<file path="config.mk">
export PLATFORM = sky130hd
export DESIGN_NAME = ascii_to_unsigned_parser
export DESIGN_NICKNAME = d
export VERILOG_FILES = /design/src/design/a2u_pkg.sv /design/src/design/ascii_to_unsigned_parser.sv
export SDC_FILE = /design/constraint.sdc
export NUM_CORES = 1
export LEC_CHECK = 0
export ABC_AREA = 1
export BUFFER_PORTS_ARGS = -buffer_cell sky130_fd_sc_hd__buf_2
export CAP_MARGIN = 20
export CORE_UTILIZATION = 63
export CTS_CLUSTER_SIZE = 20
export DETAILED_ROUTE_END_ITERATION = 8
export PLACE_DENSITY = 0.92
export RECOVER_POWER = 50
export SLEW_MARGIN = 40
export SYNTH_ARGS = -nofsm -noshare
export SYNTH_HDL_FRONTEND = slang
export SYNTH_SLANG_ARGS = --single-unit
</file>
<file path="constraint.sdc">
create_clock -name clk -period 16.6 [get_ports clk]
set_clock_uncertainty 0.1 [all_clocks]
set_input_delay 3.32 -clock clk [delete_from_list [all_inputs] [get_ports clk]]
set_output_delay 3.32 -clock clk [all_outputs]
set_load 0.005 [all_outputs]
</file>
<file path="src/design/a2u_pkg.sv">
// Shared types, character codes and helpers for the ASCII to unsigned parser.
`default_nettype none
package a2u_pkg;

	localparam int CH_W   = 8;
	localparam int BASE_W = 6;

	localparam int DEF_VALUE_WIDTH = 32;
	localparam int DEF_COUNT_WIDTH = 8;

	localparam logic [BASE_W-1:0] BASE_RESET = BASE_W'(10);
	localparam logic [BASE_W-1:0] BASE_AUTO  = BASE_W'(0);
	localparam logic [BASE_W-1:0] BASE_OCT   = BASE_W'(8);
	localparam logic [BASE_W-1:0] BASE_DEC   = BASE_W'(10);
	localparam logic [BASE_W-1:0] BASE_HEX   = BASE_W'(16);

	localparam logic [CH_W-1:0] CH_SPACE = 8'h20;
	localparam logic [CH_W-1:0] CH_TAB   = 8'h09;
	localparam logic [CH_W-1:0] CH_CR    = 8'h0D;
	localparam logic [CH_W-1:0] CH_MINUS = 8'h2D;
	localparam logic [CH_W-1:0] CH_PLUS  = 8'h2B;
	localparam logic [CH_W-1:0] CH_ZERO  = 8'h30;
	localparam logic [CH_W-1:0] CH_NINE  = 8'h39;
	localparam logic [CH_W-1:0] CH_UP_A  = 8'h41;
	localparam logic [CH_W-1:0] CH_UP_Z  = 8'h5A;
	localparam logic [CH_W-1:0] CH_LO_A  = 8'h61;
	localparam logic [CH_W-1:0] CH_LO_Z  = 8'h7A;
	localparam logic [CH_W-1:0] CH_LO_X  = 8'h78;
	localparam logic [CH_W-1:0] CH_UP_X  = 8'h58;
	localparam logic [CH_W-1:0] NO_DIGIT = 8'hFF;

	typedef enum logic [2:0] {
		PH_IDLE,
		PH_SIGNED,
		PH_ZERO,
		PH_HEXFIRST,
		PH_DIGITS
	} phase_t;

	// Digit value of a character, NO_DIGIT for anything that is not alphanumeric.
	function automatic logic [CH_W-1:0] digit_value(input logic [CH_W-1:0] c);
		logic [CH_W-1:0] r;
		r = NO_DIGIT;
		if (c >= CH_ZERO && c <= CH_NINE)
			r = c - CH_ZERO;
		else if (c >= CH_UP_A && c <= CH_UP_Z)
			r = c - (CH_UP_A - CH_W'(10));
		else if (c >= CH_LO_A && c <= CH_LO_Z)
			r = c - (CH_LO_A - CH_W'(10));
		return r;
	endfunction

	function automatic logic is_space(input logic [CH_W-1:0] c);
		return (c == CH_SPACE) || (c >= CH_TAB && c <= CH_CR);
	endfunction

endpackage
`default_nettype wire

</file>
<file path="src/design/ascii_to_unsigned_parser.sv">
// ASCII to unsigned parser: one character per word in, one parsed number per string out.
//
// Input channel: ch with in_valid / in_stall, one character per accepted word.
// Leading whitespace, an optional sign and an optional 0x prefix are taken, then
// digits below the base. The first character that cannot continue the number
// ends the parse; it is not counted and yields one word on the output channel
// (value, overflowed, digits_seen, consumed_length) with out_valid / out_stall.
// Configuration: cfg_write with cfg_data sets the base (0 = auto); the base is
// sampled on each character while the parser sits idle.
// Throughput: one character per cycle while in_stall is low. Each character is
// resolved by the state update in the cycle it is accepted (one base-wide
// multiply-add and compare). The result word is registered in the output register,
// or in the skid register while the output register is stalled.
// Stall: an output register plus one skid register; in_stall rises only while
// the skid register holds a word, i.e. after a second result arrived behind a
// stalled one.
// Reset: parser goes idle with cleared state, base resets to 10, both result
// registers are empty.
`default_nettype none
module ascii_to_unsigned_parser #(
	parameter int VALUE_WIDTH = a2u_pkg::DEF_VALUE_WIDTH,
	parameter int COUNT_WIDTH = a2u_pkg::DEF_COUNT_WIDTH
) (
	input  wire logic                       clk,
	input  wire logic                       arst_n,
	input  wire logic                       cfg_write,
	input  wire logic [a2u_pkg::BASE_W-1:0] cfg_data,
	input  wire logic                       in_valid,
	output logic                            in_stall,
	input  wire logic [a2u_pkg::CH_W-1:0]   ch,
	output logic                            out_valid,
	input  wire logic                       out_stall,
	output logic [VALUE_WIDTH-1:0]          value,
	output logic                            overflowed,
	output logic                            digits_seen,
	output logic [COUNT_WIDTH-1:0]          consumed_length
);
	import a2u_pkg::*;

	localparam int PROD_W = VALUE_WIDTH + BASE_W;
	localparam logic [COUNT_WIDTH-1:0] CNT_MAX = '1;

	// configuration and parse state
	logic [BASE_W-1:0]      cfg_base_q;
	phase_t                 phase_q, phase_nxt;
	logic [VALUE_WIDTH-1:0] acc_q, acc_nxt;
	logic [BASE_W-1:0]      base_q, base_nxt;
	logic                   neg_q, neg_nxt;
	logic                   ovf_q, ovf_nxt;
	logic                   any_q, any_nxt;
	logic [COUNT_WIDTH-1:0] cnt_q, cnt_nxt, cnt_inc;

	// result registers
	logic                   out_vld_q, skid_vld_q;
	logic [VALUE_WIDTH-1:0] out_val_q, skid_val_q;
	logic                   out_ovf_q, skid_ovf_q;
	logic                   out_any_q, skid_any_q;
	logic [COUNT_WIDTH-1:0] out_len_q, skid_len_q;

	logic                   accept, fin, out_ready;
	logic                   dig_req, any_force;
	logic [BASE_W-1:0]      first_base, first_eff, dig_base, dig_eff;
	logic [CH_W-1:0]        dig_d;
	logic [PROD_W-1:0]      prod;
	logic                   prod_ovf;
	logic                   res_any;
	logic [VALUE_WIDTH-1:0] res_val;
	logic [COUNT_WIDTH-1:0] res_len;

	assign in_stall  = skid_vld_q;
	assign accept    = in_valid && !skid_vld_q;
	assign out_ready = !out_vld_q || !out_stall;

	assign cnt_inc = (cnt_q == CNT_MAX) ? cnt_q : cnt_q + COUNT_WIDTH'(1);
	assign dig_d   = digit_value(ch);

	assign first_base = (phase_q == PH_IDLE) ? cfg_base_q : base_q;
	assign first_eff  = (first_base == BASE_AUTO) ? BASE_DEC : first_base;

	// base for a digit taken in this cycle; after a lone leading zero it is octal or hex
	assign dig_base = (phase_q == PH_IDLE || phase_q == PH_SIGNED) ? first_eff :
			(phase_q == PH_ZERO) ? ((base_q == BASE_HEX) ? BASE_HEX : BASE_OCT) : base_q;

	// digit step: multiply-add in a wider word, the top bits flag overflow
	assign dig_eff  = (dig_base == BASE_AUTO) ? BASE_DEC : dig_base;
	assign prod     = PROD_W'(acc_q) * PROD_W'(dig_eff) + PROD_W'(dig_d);
	assign prod_ovf = |prod[PROD_W-1:VALUE_WIDTH];

	always_comb begin
		phase_nxt = phase_q;
		acc_nxt   = acc_q;
		base_nxt  = base_q;
		neg_nxt   = neg_q;
		ovf_nxt   = ovf_q;
		any_nxt   = any_q;
		cnt_nxt   = cnt_q;
		dig_req   = 1'b0;
		any_force = 1'b0;
		fin       = 1'b0;

		unique case (phase_q)
			PH_IDLE, PH_SIGNED: begin
				base_nxt = first_base;
				if (phase_q == PH_IDLE && is_space(ch)) begin
					cnt_nxt = cnt_inc;
				end else if (phase_q == PH_IDLE && (ch == CH_MINUS || ch == CH_PLUS)) begin
					neg_nxt   = (ch == CH_MINUS);
					cnt_nxt   = cnt_inc;
					phase_nxt = PH_SIGNED;
				end else if ((first_base == BASE_AUTO || first_base == BASE_HEX) &&
						ch == CH_ZERO) begin
					cnt_nxt   = cnt_inc;
					phase_nxt = PH_ZERO;
				end else begin
					base_nxt  = first_eff;
					phase_nxt = PH_DIGITS;
					dig_req   = 1'b1;
				end
			end
			PH_ZERO: begin
				if (ch == CH_LO_X || ch == CH_UP_X) begin
					cnt_nxt   = cnt_inc;
					base_nxt  = BASE_HEX;
					phase_nxt = PH_HEXFIRST;
				end else begin
					// the leading zero counts as a digit; accumulator is still zero
					base_nxt  = (base_q == BASE_HEX) ? BASE_HEX : BASE_OCT;
					any_nxt   = 1'b1;
					any_force = 1'b1;
					phase_nxt = PH_DIGITS;
					dig_req   = 1'b1;
				end
			end
			PH_HEXFIRST, PH_DIGITS: begin
				phase_nxt = PH_DIGITS;
				dig_req   = 1'b1;
			end
			default: begin
				phase_nxt = PH_DIGITS;
				dig_req   = 1'b1;
			end
		endcase

		if (dig_req) begin
			if (dig_d >= CH_W'(dig_eff)) begin
				fin = 1'b1;
			end else begin
				if (ovf_q || prod_ovf)
					ovf_nxt = 1'b1;
				else
					acc_nxt = prod[VALUE_WIDTH-1:0];
				any_nxt = 1'b1;
				cnt_nxt = cnt_inc;
			end
		end

		// terminator: drop the parse state
		if (fin) begin
			phase_nxt = PH_IDLE;
			acc_nxt   = '0;
			base_nxt  = BASE_AUTO;
			neg_nxt   = 1'b0;
			ovf_nxt   = 1'b0;
			any_nxt   = 1'b0;
			cnt_nxt   = '0;
		end
	end

	assign res_any = any_q || any_force;
	assign res_val = ovf_q ? {VALUE_WIDTH{1'b1}} :
			neg_q ? {VALUE_WIDTH{1'b0}} - acc_q : acc_q;
	assign res_len = res_any ? cnt_q : '0;

	always_ff @(posedge clk or negedge arst_n) begin
		if (!arst_n) begin
			cfg_base_q <= BASE_RESET;
		end else if (cfg_write) begin
			cfg_base_q <= cfg_data;
		end
	end

	always_ff @(posedge clk or negedge arst_n) begin
		if (!arst_n) begin
			phase_q <= PH_IDLE;
			acc_q   <= '0;
			base_q  <= BASE_AUTO;
			neg_q   <= 1'b0;
			ovf_q   <= 1'b0;
			any_q   <= 1'b0;
			cnt_q   <= '0;
		end else if (accept) begin
			phase_q <= phase_nxt;
			acc_q   <= acc_nxt;
			base_q  <= base_nxt;
			neg_q   <= neg_nxt;
			ovf_q   <= ovf_nxt;
			any_q   <= any_nxt;
			cnt_q   <= cnt_nxt;
		end
	end

	always_ff @(posedge clk or negedge arst_n) begin
		if (!arst_n) begin
			out_vld_q  <= 1'b0;
			skid_vld_q <= 1'b0;
		end else if (out_ready) begin
			out_vld_q  <= skid_vld_q || (accept && fin);
			skid_vld_q <= 1'b0;
		end else if (accept && fin) begin
			skid_vld_q <= 1'b1;
		end
	end

	always_ff @(posedge clk) begin
		if (out_ready) begin
			if (skid_vld_q) begin
				out_val_q <= skid_val_q;
				out_ovf_q <= skid_ovf_q;
				out_any_q <= skid_any_q;
				out_len_q <= skid_len_q;
			end else begin
				out_val_q <= res_val;
				out_ovf_q <= ovf_q;
				out_any_q <= res_any;
				out_len_q <= res_len;
			end
		end else if (accept && fin) begin
			skid_val_q <= res_val;
			skid_ovf_q <= ovf_q;
			skid_any_q <= res_any;
			skid_len_q <= res_len;
		end
	end

	assign out_valid       = out_vld_q;
	assign value           = out_val_q;
	assign overflowed      = out_ovf_q;
	assign digits_seen     = out_any_q;
	assign consumed_length = out_len_q;

`ifndef SYNTHESIS
	a_skid_behind_out: assert property (@(posedge clk) disable iff (!arst_n)
		skid_vld_q |-> out_vld_q)
		else $error("skid word held with empty output register");

	a_stalled_out_holds: assert property (@(posedge clk) disable iff (!arst_n)
		out_vld_q && out_stall |=> out_vld_q)
		else $error("stalled result word lost");

	a_fin_clears: assert property (@(posedge clk) disable iff (!arst_n)
		accept && fin |=> phase_q == PH_IDLE && acc_q == '0 && cnt_q == '0 && !any_q)
		else $error("parse state not cleared after terminator");

	a_no_digit_result: assert property (@(posedge clk) disable iff (!arst_n)
		out_vld_q && !out_any_q |-> out_val_q == '0 && out_len_q == '0 && !out_ovf_q)
		else $error("digitless result carries nonzero fields");

	a_count_only_grows: assert property (@(posedge clk) disable iff (!arst_n)
		accept && !fin |=> cnt_q >= $past(cnt_q))
		else $error("character count went backward mid-parse");
`endif

endmodule
`default_nettype wire
</file>
# --- After elaboration in Yosys (flattened, before gate mapping) ---
# Index checks and enable logic that the tools add are counted.
classes:
  add_sub_neg: 6
  n_mul: 1
  n_lt_le_gt_ge: 9
  n_eq_ne: 15
  mux: 64
  bitwise_logic: 1
  n_reduce_logical: 38
op_table:
  columns: ["operator", "count"]
  rows:
  - ["two-way mux 32 bit", 7]
  - ["two-way mux 8 bit", 13]
  - ["two-way mux 6 bit", 9]
  - ["adder 38 x 8 -> 38 bit", 1]
  - ["multiplier 32 x 6 -> 38 bit", 1]
  - ["== test 8 x 6 -> 1 bit (second input constant)", 4]
  - ["subtractor 1 x 32 -> 32 bit (first input constant)", 1]
  - ["two-way mux 1 bit", 24]
  - ["== test 8 x 7 -> 1 bit (second input constant)", 2]
  - [">= comparator 8 x 7 -> 1 bit (second input constant)", 2]
  - ["less-or-equal comparator 8 x 7 -> 1 bit (second input constant)", 2]
  - ["case mux 8 bit (2 select lines)", 1]
  - ["subtractor 8 x 6 -> 8 bit (second input constant)", 2]
  - ["two-way mux 3 bit", 5]
  - ["== test 6 x 5 -> 1 bit (second input constant)", 2]
  - ["logical NOT 6 bit", 2]
  - ["case mux 6 bit (2 select lines)", 1]
  - ["AND reduction 4 bit", 3]
  - ["two-way mux 5 bit", 2]
  - ["nonzero test 2 bit", 5]
  - ["logical AND 1 bit", 9]
  - ["logical OR 1 bit", 9]
  - ["adder 8 x 1 -> 8 bit (second input constant)", 1]
  - ["== test 8 bit (second input constant)", 1]
  - ["19 further kinds", 25]
totals:
  register_bits: 144
  output_inout_bits: 44
  elab_cells: 152

# --- Longest topological paths before layout ---
# Gate-level depths: netlist (run 1).
logic_depth:
  ltp_word: 15
  mapped_depth: 44
  mapped_depth_nobuf: 42

# --- Worst setup path after synthesis (run 1) ---
# Ideal clock, no wire load.
synth_timing:
  path_type: "input port to flip-flop"
  startpoint: "in ch[5] (netlist name)"
  endpoint: "reg skid_any_q, enable pin"
  setup_time_ps: 441
  t_arrival_ps: 7396
  slack_ps: 8663
  stages: 28
  n_path_buf: 1
  cell_sequence: "inv_1 > ha_1 > nand2_1 > inv_1 > nand3_1 > nand2_1 > nand2_1 > nand2_1 > nand2_2 > o21a_1 > ha_1 > inv_1 > nand2_1 > nand2_1 > nand2_1 > nand2_1 > nand2_1 > nand2_1 > nand2_1 > nand2_1 > nand2_1 > nand2_1 > nand2_1 > nor2_4 > nor2_2 > inv_2 > buf_2 > nor2_1"
synth_between:
  elab_chain_len: 10
  elab_cells_between_ends: 40
  classes_between: "add/sub (3); order compare (9); eq/ne (6); mux (10); reduce/logical (12)"
synth_rtl:
  columns: ["element", "line_no", "rtl"]
  rows:
  - ["from (decl)", "ascii_to_unsigned_parser.sv:30", "input wire logic [a2u_pkg::CH_W-1:0] ch,"]
  - [">= comparator 8 x 7 -> 1 bit / less-or-equal comparator 8 x 7 -> 1 bit (equally long branches)", "a2u_pkg.sv:48", "else if (c >= CH_LO_A && c <= CH_LO_Z)"]
  - ["logical AND 1 bit", "a2u_pkg.sv:48", null]
  - ["two-way mux 8 bit", "a2u_pkg.sv:48", null]
  - ["two-way mux 8 bit", "a2u_pkg.sv:46", "else if (c >= CH_UP_A && c <= CH_UP_Z)"]
  - ["two-way mux 8 bit", "a2u_pkg.sv:44", "if (c >= CH_ZERO && c <= CH_NINE)"]
  - [">= comparator 8 x 6 -> 1 bit", "ascii_to_unsigned_parser.sv:145", "if (dig_d >= CH_W'(dig_eff)) begin"]
  - ["two-way mux 1 bit", "ascii_to_unsigned_parser.sv:145", null]
  - ["two-way mux 1 bit (*)", "ascii_to_unsigned_parser.sv:144", "if (dig_req) begin"]
  - ["logical AND 1 bit (*)", "ascii_to_unsigned_parser.sv:227", "end else if (accept && fin) begin"]
  - ["AND reduction 2 bit (no source line) (*)", null, null]
  - ["to (signal assigned)", "ascii_to_unsigned_parser.sv:230", "skid_any_q <= res_any;"]
  - ["to (decl)", "ascii_to_unsigned_parser.sv:57", "logic out_any_q, skid_any_q;"]
# Every way passes the cells marked *; elsewhere a longest branch is shown, timed or not.
# A chain may end at the register's enable or synchronous reset.

# --- Final worst setup path (run 1) ---
layout_timing:
  startpoint: "reg phase_q[2]"
  endpoint: "reg acc_q[23]"
layout_between:
  elab_chain_len: 13
  elab_cells_between_ends: 36
  classes_between: "add/sub (1); mul (1); order compare (1); eq/ne (5); mux (15); reduce/logical (13)"
layout_rtl:
  columns: ["element", "line_no", "rtl"]
  rows:
  - ["from (decl)", "ascii_to_unsigned_parser.sv:45", "phase_t phase_q, phase_nxt;"]
  - ["from (signal assigned)", "ascii_to_unsigned_parser.sv:192", "phase_q <= phase_nxt;"]
  - ["logical NOT 3 bit", null, null]
  - ["two-way mux 6 bit", "ascii_to_unsigned_parser.sv:77", "assign first_base = (phase_q == PH_IDLE) ? cfg_base_q : base_q;"]
  - ["logical NOT 6 bit", "ascii_to_unsigned_parser.sv:78, ascii_to_unsigned_parser.sv:110", null]
  - ["two-way mux 6 bit", "ascii_to_unsigned_parser.sv:78", "assign first_eff = (first_base == BASE_AUTO) ? BASE_DEC : first_base;"]
  - ["two-way mux 6 bit", "ascii_to_unsigned_parser.sv:81", "assign dig_base = (phase_q == PH_IDLE || phase_q == PH_SIGNED) ? first_eff :"]
  - ["logical NOT 6 bit", "ascii_to_unsigned_parser.sv:85", "assign dig_eff = (dig_base == BASE_AUTO) ? BASE_DEC : dig_base;"]
  - ["two-way mux 6 bit", "ascii_to_unsigned_parser.sv:85", null]
  - ["multiplier 32 x 6 -> 38 bit", "ascii_to_unsigned_parser.sv:86", "assign prod = PROD_W'(acc_q) * PROD_W'(dig_eff) + PROD_W'(dig_d);"]
  - ["adder 38 x 8 -> 38 bit", "ascii_to_unsigned_parser.sv:86", null]
  - ["OR reduction 6 bit / two-way mux 32 bit (equally long branches)", "ascii_to_unsigned_parser.sv:87, ascii_to_unsigned_parser.sv:148", null]
  - ["logical OR 1 bit / two-way mux 32 bit (equally long branches)", "ascii_to_unsigned_parser.sv:148, ascii_to_unsigned_parser.sv:145", null]
  - ["inequality test 2 bit (no source line) / two-way mux 32 bit (equally long branches)", null, null]
  - ["AND reduction 4 bit (no source line) / two-way mux 32 bit (equally long branches)", null, null]
  - ["to (signal assigned)", "ascii_to_unsigned_parser.sv:193", "acc_q <= acc_nxt;"]
  - ["to (decl)", "ascii_to_unsigned_parser.sv:46", "logic [VALUE_WIDTH-1:0] acc_q, acc_nxt;"]
# Parallel ways exist; a longest one is shown, timed or not. The select of a mux whose other input is x is not followed.

==> metrics.txt, run 1 <==
outcome=complete, but fails checks; failing checks=capacitance limit, slew limit; cts bufs inserted=17; multi-input logic area=9150 um^2; share of layout cells above drive strength 1=7.50%; post_cts resized=0; synth warn=0; Worst Path Arrival=8.68 ns; Pleak=8.13 nW; DP Area=14900 um^2; Max VDD drop=104 uV; clock sinks=144; number of max-cap violations=2; commonest cells after routing, fill and taps aside=nand2_1, nor2_1, inv_1, fa_1, nand3_1; minimum clock period=8.40 ns; Synth Flop Type=edfxtp_1; max frequency=119 MHz; Seq. cell area=4030 um^2; Worst setup startpoint=phase_q[2]; DRC errors left=0; WP data required=16.88 ns; TritonRoute pass-1 iters=7; Total GRT Usage=36.1%; routed wire length=40.3 mm; initial core utilization=64.0%; number of global-route vias before repair=13200; Finished Cell Area=15500 um^2; pin count of the biggest net entering global routing=61; die footprint=23500 um^2; H-tree depth=4; Post-Syn Area per Cell=7.60 um^2; Hold Path Class=reg2reg; hold_sp=skid_val_q[30]; NumNets Final=2176; Fin. Hold Viols=0; Comb pwr share=55.6%; synthesis-to-finish area growth=7.31%; 1st-iter DRT viols=1522; Core Region=22600 um^2; clk root buf=clkbuf_16; Fillers=1705; num rows=55; register bit total from synthesis=144; ys async rst share=41.7%; slowest library cell on the worst path=fa_1; Clock Path Buffers=2; GR Overflow Total=0; Net Sw Power=0.00109 W; P_int=0.00111 W; worst flop-to-flop path startpoint=phase_q[2]; final setup vio count=0; CP Capture Type=flip-flop; post-route core utilization=68.7%; Worst Path Class, Setup=reg2reg; Die Wd=153 um; Tcrit/Tclk final=50.6%; commonest non-fill, non-tap cell in the layout=nand2_1; PD cells=142 nW/um^2; hpwl dp=29.4 mm; Final Max Slew Viols=107; Flop pwr share=26.4%; register area share after synthesis=27.9%; Die Ht=153 um; reg2reg path depth=33; Post-synth EDFFs=84; Reg2Reg Setup Slack=8.20 ns; synth unique cells=49; CP dominant cell by count=nand2_1; worst skew pair latency=0.44 ns; Crit Path Max Fanout=33; startpoint types=flip-flop; RePlAce Congestion=0.970; Cell Area, Synth=14400 um^2; IO Pins=63; CTS clock-pin slew for the worst setup and hold paths=0.08 ns; RSZ-0062 raised after global routing=no; Clk pwr share=18.1%; Syn Nets=2143; DR vias/cell=6.06; Rel. slew slack=-133%; CTS tree=built; Setup Total Neg Slack=0 ns; post-route ant nets=0; Net Sw Frac=49.5%; first-pass GRT wire length=66.8 mm; Vias=13500; Post-CTS Setup Inserts=0; Slew @ Worst Pin=3.50 ns; CTS hold repair buffers=0; hold path depth=2; number of diodes=0; Buffers on Ports=62; cells after synthesis=1901; WL per Instance=18.1 um; initial antenna violation count=0; slowest stage delay, CP=0.64 ns
-- sequential cells by signal, summed over array words and instances (netlist names), named ones only --
| register | cells |
|---|---|
| skid_ovf_q | 1 |
| out_valid | 1 |
| skid_any_q | 1 |
| consumed_length | 8 |
| in_stall | 1 |
| ovf_q | 1 |
| value | 32 |
| skid_len_q | 8 |
| cfg_base_q | 6 |
| neg_q | 1 |
| acc_q | 32 |
| digits_seen | 1 |
| overflowed | 1 |
| base_q | 6 |
| cnt_q | 8 |
| phase_q | 3 |
| skid_val_q | 32 |
-- layout make-up --
class,count,area share [%]
flip-flops and latches,144,26.0
inverters,255,6.19
clock inverters,15,1.19
well taps,285,2.30
clock buffers,17,2.74
multi-input cells,1443,59.0
repair buffers,73,2.61
-- cell usage after synthesis (all sizes together) (2+ instances only) --
master	instances	area [um^2]
nand3	118	618
dfrtp	58	1450
nand3b	4	30.0
inv	250	941
clkbuf	27	101
nor3	26	151
fa	126	2520
nand2	514	1960
nor4	6	37.5
buf	32	220
o22ai	2	12.5
a21oi	88	444
o21ai	101	513
xor2	12	105
o211ai	2	15.0
or2	3	18.8
dfstp	2	52.6
nand4	9	56.3
clkinv	5	18.8
edfxtp	84	2520
nor2	295	1140
a21boi	2	15.0
o21a	4	30.0
a21o	2	15.0
o2111ai	2	17.5
a31oi	12	75.1
a221oi	2	17.5
o21bai	12	90.1
ha	97	1210
-- worst max-delay path, delay by kind of cell (launching register included) --
| family | cells | cell delay (ns) |
|---|---|---|
| and+or+nand+nor | 21 | 4.01 |
| adders and majority gates | 5 | 2.58 |
| buffers and inverters | 6 | 0.98 |
| DFF | 1 | 0.44 |
| AOI/OAI and AO/OA | 1 | 0.18 |
-- worst paths after layout --
| path | endpoint |
|---|---|
| worst max-delay path | acc_q[23] |
| worst min-delay path | value[30] |
| worst max register to register | acc_q[23] |
| worst min register to register | value[30] |
| max in group asynchronous | out_valid |
| min in group asynchronous | cfg_base_q[4] |
-- per-stage QoR --
step | worst slack (ns) | power, W | std cells | hold WS (ns)
after floorplan | 8.66 | 0.00141 | 1901 | 0.360
after global placement | 8.60 | 0.00169 | 2199 | 0.380
after detailed placement | 8.44 | 0.00173 | 2200 | 0.400
after CTS | 8.47 | 0.00215 | 2232 | 0.416
after global routing | 7.72 | 0.00235 | 2232 | 0.432
final | 8.20 | 0.00220 | 2232 | 0.413
-- power by group through the flow --
| stage | combinational [W] | sequential (W) | clock, W |
|---|---|---|---|
| 2_1_floorplan | 0.000840 | 0.000570 | 0 |
| 3_3_place_gp | 0.00112 | 0.000577 | 0 |
| 3_5_place_dp | 0.00115 | 0.000581 | 0 |
| 4_1_cts | 0.00118 | 0.000577 | 0.000397 |
| 5_1_grt | 0.00135 | 0.000589 | 0.000410 |
| 6_report | 0.00122 | 0.000581 | 0.000397 |
-- per-layer routing --
layer / GRT usage (%) / routed length (um) / vias to the layer above
met5: 0 / 0 / -
met4: 17.1 / 1740 / 0
met3: 7.77 / 4870 / 181
met2: 56.3 / 18400 / 1002
met1: 48.2 / 15300 / 6218
li1: - / - / 6129
-- cells by family after synthesis --
group                      count (synthesis)  synth area share, %
and+or+nand+nor                          976                 27.9
muxes                                      1               0.0693
DFF                                      144                 27.9
AOI/OAI and AO/OA                        230                 8.68
xor gates and xnor gates                  13                0.788
adders and majority gates                223                 25.9
buffers and inverters                    314                 8.87
Note: power is estimated with default switching activity, not from simulation.
==> run 2, diff against run 1 <==
- ABC_AREA: 1 -> 0
- CORE_UTILIZATION: 63 -> 58
- PLACE_DENSITY: 0.92 -> 0.9
- clock period: 16.6 -> 7.6 ns (I/O delays scaled with it)
==> run 2 against run 1 <==
Net effect:
- the flow still finishes with violations (capacitance limit, slew limit)
- via count down 22%
- worst setup slack worse by 8.0 ns
- global-route usage down 8.6 points
- first-iteration DRC count down 41%
- combinational power down 61%
- synthesized cell count down 28%
- count of clock-buffer cells in the layout unchanged
- highest routed layer unchanged
- sequential power up 65%
- largest power group is now sequential cells
- routed wire length down 20%
- non-clock buffer count up 15
- clock power up 120%
==> metrics.txt, run 2 <==
commonest cells after routing, fill and taps aside=and2_1, nand2_1, fa_1, ha_1, edfxtp_1; Max VDD drop=142 uV; slowest stage delay, CP=0.55 ns; Die Wd=157 um; Cell Area, Synth=13900 um^2; Pleak=7.08 nW; worst skew pair latency=0.44 ns; pin count of the biggest net entering global routing=61; register bit total from synthesis=144; final setup vio count=0; hold path depth=2; reg2reg path depth=26; num rows=56; outcome=complete, but fails checks; post-route ant nets=0; initial antenna violation count=0; die footprint=24600 um^2; slowest library cell on the worst path=fa_1; final setup margin=0.186 ns; Buffers on Ports=62; dpl cells=1681; commonest non-fill, non-tap cell in the layout=and2_1; Tcrit/Tclk final=97.5%; IO Pins=63; Clock Path Buffers=2; GR Overflow Total=0; DRC errors left=0; minimum clock period=7.41 ns; Post-Syn Area per Cell=10.1 um^2; Vias=10600; routed wire length=32.3 mm; register area share after synthesis=29.0%; Hold Path Class=reg2reg; number of max-cap violations=2; clk root buf=clkbuf_16; H-tree depth=4; cells after synthesis=1368; Fin. Hold Viols=0; Slew @ Worst Pin=3.44 ns; max frequency=135 MHz; ys async rst share=41.7%; Die Ht=157 um; WL per Instance=18.8 um; synth warn=0; TritonRoute pass-1 iters=5; Final Max Slew Viols=107; Syn Nets=1610; CP dominant cell by count=fa_1; Worst Path Arrival=7.63 ns; Synth top cells by count=and2_1, nand2_1, fa_1; synth top area cells=fa_1, edfxtp_1, dfrtp_1; DR vias/cell=6.14; failing checks=capacitance limit, slew limit; worst flop-to-flop path startpoint=phase_q[1]; number of global-route vias before repair=10900; Synth area leader=fa_1; initial core utilization=59.1%; first-pass GRT wire length=53.3 mm; WP data required=7.82 ns; Crit Path Max Fanout=10; NumNets Final=1633; Yosys top cell area share=18.2%; 1st-iter DRT viols=896; Reg2Reg Setup Slack=0.19 ns; synthesis-to-finish area growth=9.41%; CP Capture Type=flip-flop; Worst Path Class, Setup=reg2reg; final non-filler cell total=1723; Setup WS pre-CTS=-0.0566 ns; cts bufs inserted=17; RePlAce Congestion=0.920; Setup Total Neg Slack=0 ns; clock sinks=144; CTS tree=built; Post-synth EDFFs=84; synth unique cells=82; Total GRT Usage=27.5%; hpwl dp=23.0 mm; reg-to-reg endpoint=acc_q[1]; Rel. slew slack=-129%; Core Region=23500 um^2; Synth Flop Type=edfxtp_1; cell with the most instances after synthesis=and2_1; Fillers=1696; CTS clock-pin slew for the worst setup and hold paths=0.07 ns; startpoint types=flip-flop; PD cells=153 nW/um^2; number of diodes=0; share of layout cells above drive strength 1=13.9%
[run 2: stage by stage]
stage / instance area (um^2) / util (%) / total power, W / hold WS, ns
after floorplan: 13900 / - / 0.00125 / 0.348
after global placement: 14400 / 61.3 / 0.00140 / 0.390
after detailed placement: 14400 / 61.3 / 0.00142 / 0.398
after CTS: 15000 / 64.0 / 0.00230 / 0.425
after global routing: 15200 / 64.7 / 0.00242 / 0.453
final: 15200 / 64.7 / 0.00233 / 0.421
[run 2: kinds of logic (layout without fill, tap and decap cells)]
| family | after synthesis | after routing | share of synthesized area, % |
|---|---|---|---|
| adder cells (fa/ha/maj) | 223 | 223 | 26.9 |
| AO/OA/AOI/OAI | 216 | 216 | 10.5 |
| AND/OR/NAND/NOR | 475 | 475 | 18.2 |
| XOR/XNOR | 65 | 65 | 4.10 |
| buffers and inverters | 158 | 194 | 4.56 |
| multiplexers | 87 | 87 | 6.73 |
| flip-flops | 144 | 144 | 29.0 |
[run 2: worst max-delay path: cells and delay by family, from the launching register on]
family,cells,cell delay (ns)
xor+xnor,1,0.15
fa+ha+maj,5,2.39
mux,2,0.64
buf+inv,4,0.47
flops,1,0.47
simple gates,7,1.72
compound gates,7,1.34
[run 2: report_power, final]
part	internal (W)	switching [W]	total [W]
clock	0.000501	0.000385	0.000886
sequential	0.000931	0.0000298	0.000961
combinational	0.000175	0.000305	0.000480
[run 2: timing repair]
item	in CTS	in global routing
pin swaps	0	9
hold buffers	0	0
cloned	0	0
resized for setup	2	28
buffers inserted	0	9
endpoints found under the setup margin	22	33
[run 2: cell type report]
| type | instances | area [um^2] | area share (%) |
|---|---|---|---|
| sequential | 144 | 4030 | 26.5 |
| inverter | 74 | 278 | 1.83 |
| tap | 319 | 399 | 2.63 |
| clock buffer | 17 | 425 | 2.80 |
| clock inverter | 15 | 191 | 1.26 |
| timing repair buffer | 88 | 526 | 3.46 |
| multi-input combinational | 1066 | 9340 | 61.5 |
[run 2: worst max path at each step]
stage | from | endpoint | slack, ns
after floorplan | phase_q[2] | acc_q[0] | 0.43
after global placement | phase_q[2] | acc_q[17] | 0.20
after detailed placement | phase_q[2] | acc_q[14] | -0.06
after CTS | phase_q[1] | acc_q[23] | 0.01
after global routing | phase_q[1] | acc_q[1] | -0.10
final | phase_q[1] | acc_q[1] | 0.19
[run 2: routing by layer]
metal,share of wire [%],vias up,GRT usage (%)
met5,0,-,0
met4,2.7,0,9.99
met3,6.7,97,4.46
met2,50,480,48.0
met1,41,5237,34.3
li1,-,4762,-
==> run 3, diff against run 2 <==
- CELL_PAD_IN_SITES_DETAIL_PLACEMENT: not set -> 0
- CELL_PAD_IN_SITES_GLOBAL_PLACEMENT: not set -> 1
- CORE_UTILIZATION: 58 -> 46
==> run 3 against run 2 <==
Net effect:
- power is 1.1% lower
- via count is 3.8% lower
- register-to-register slack better by 0.02 ns
- the run still ends with capacitance limit, slew limit left
- sequential power about the same
- largest cell class unchanged
- critical path depth rose by 2
- flip-flop and latch count unchanged
==> metrics.txt, run 3 (synthesis gave the netlist of run 2 again) <==
Core Region=29600 um^2; die footprint=30900 um^2; RePlAce Congestion=0.908; Crit Path Max Fanout=7; clock sinks=144; max frequency=135 MHz; Flop pwr share=41.8%; initial core utilization=46.8%; Buffers on Ports=62; DRC errors left=0; final non-filler cell total=1806; final setup vio count=0; 1st-iter DRT viols=712; pin count of the biggest net entering global routing=61; worst skew pair latency=0.44 ns; routed wire length=32.4 mm; CP delay by family, top=adder cells; post-route ant nets=0; Net Sw Power=0.000681 W; CTS tree=built; Slew @ Worst Pin=3.41 ns; share of layout cells above drive strength 1=15.0%; Max VDD drop=160 uV; GR Overflow Total=0; cts bufs inserted=17; Worst Path Class, Setup=reg2reg; CP Capture Type=flip-flop; Fin. Hold Viols=0; Hold Path Class=reg2reg; H-tree depth=4; Tcrit/Tclk final=97.3%; failing checks=capacitance limit, slew limit; number of global-route vias before repair=10700; P_int=0.00162 W; outcome=complete, but fails checks; Comb pwr share=21.0%; Clock Path Buffers=2; DR vias/cell=5.63; num rows=63; commonest non-fill, non-tap cell in the layout=and2_1; commonest cells after routing, fill and taps aside=and2_1, nand2_1, fa_1, ha_1, edfxtp_1; Fin Hold WS=0.401 ns; IO Pins=63; WP data required=7.83 ns; slowest library cell on the worst path=fa_1; post-route core utilization=51.9%; Vias=10200; TritonRoute pass-1 iters=5; dpl cells=1757; CTS clock-pin slew for the worst setup and hold paths=0.06 ns; minimum clock period=7.39 ns; clk root buf=clkbuf_16; initial antenna violation count=1; Net Sw Frac=29.6%; number of diodes=0; number of max-cap violations=2; WL per Instance=17.9 um; Fillers=2625; CP bufs+invs=5; Total GRT Usage=22.0%; first-pass GRT wire length=54.2 mm; Pleak=7.15 nW; slowest stage delay, CP=0.54 ns; synthesis-to-finish area growth=10.8%; hpwl dp=23.7 mm; NumNets Final=1645; CP dominant cell by count=fa_1; Final Max Slew Viols=107; Die Ht=176 um; Worst Path Arrival=7.62 ns; startpoint types=flip-flop; Rel. slew slack=-127%; Die Wd=176 um; Clk pwr share=37.2%; PD cells=150 nW/um^2
## run 3: cell count changes in the layout (fill, tap and decap cells not counted), moves of 2 or more
cell      before  now
clkinv_8       2    0
clkbuf_1      26   21
clkinv_2       1    3
buf_4         20   30
buf_2         36   44
clkinv_4       0    3
inv_6          6    2
inv_8          3    0
clkinv_1       2    4
nor3_1        11    9
nor3_2         1    3
## run 3: layout make-up
cell class                      count  area (um^2)  area share, %
Clock buffer                       18          429           2.79
Tap cell                          390          488           3.17
Sequential cell                   144         4030           26.2
Multi-Input combinational cell   1066         9360           60.9
Inverter                           74          278           1.81
Timing Repair Buffer              100          627           4.08
Clock inverter                     14          164           1.07
## run 3: worst min-delay path: cells and delay by family (launching register included)
kind,cells,cell delay [ns]
flip-flops,1,0.34
AND/OR/NAND/NOR,2,0.12
## run 3: power groups by stage
stage          Combinational, W  Sequential [W]  Clock [W]
3_5_place_dp           0.000455        0.000974          0
3_3_place_gp           0.000444        0.000970          0
2_1_floorplan          0.000276        0.000976          0
4_1_cts                0.000464        0.000961   0.000867
5_1_grt                0.000530        0.000971   0.000898
6_report               0.000482        0.000963   0.000856
## run 3: final timing paths
kind | startpoint | end | slack (ns) | cells after the start
max | phase_q[0] | acc_q[0] | 0.21 | 28
min | flip-flop | flip-flop | 0.40 | 2
max reg2reg | phase_q[0] | acc_q[0] | 0.21 | 28
min reg2reg | flip-flop | flip-flop | 0.40 | 2
max in group asynchronous | arst_n | neg_q | 3.01 | 2
min in group asynchronous | arst_n | cfg_base_q[0] | 2.22 | 2
## run 3: metrics by stage
| step | area (um^2) | worst slack (ns) | TNS (ns) | total power [W] |
|---|---|---|---|---|
| floorplan | 13900 | 0.427 | 0 | 0.00125 |
| global placement | 14500 | 0.170 | 0 | 0.00141 |
| detailed placement | 14500 | -0.0301 | -0.0502 | 0.00143 |
| CTS | 15100 | 0.0152 | 0 | 0.00229 |
| global route | 15400 | -0.125 | -2.47 | 0.00240 |
| finish | 15400 | 0.207 | 0 | 0.00230 |
## run 3: layer usage
layer / track usage, % / part of all wire (%) / vias up
li1: - / - / 4775
met1: 28.7 / 44 / 5117
met2: 37.8 / 50 / 253
met3: 2.73 / 4.5 / 30
met4: 6.85 / 1.3 / 0
met5: 0 / 0 / -
## run 3: what timing repair did
item / in CTS / in global routing
hold buffers: 0 / 0
gates resized for setup: 2 / 26
pin swaps: 0 / 8
setup buffers: 0 / 16
endpoints found under the setup margin: 15 / 33
gates cloned: 0 / 1
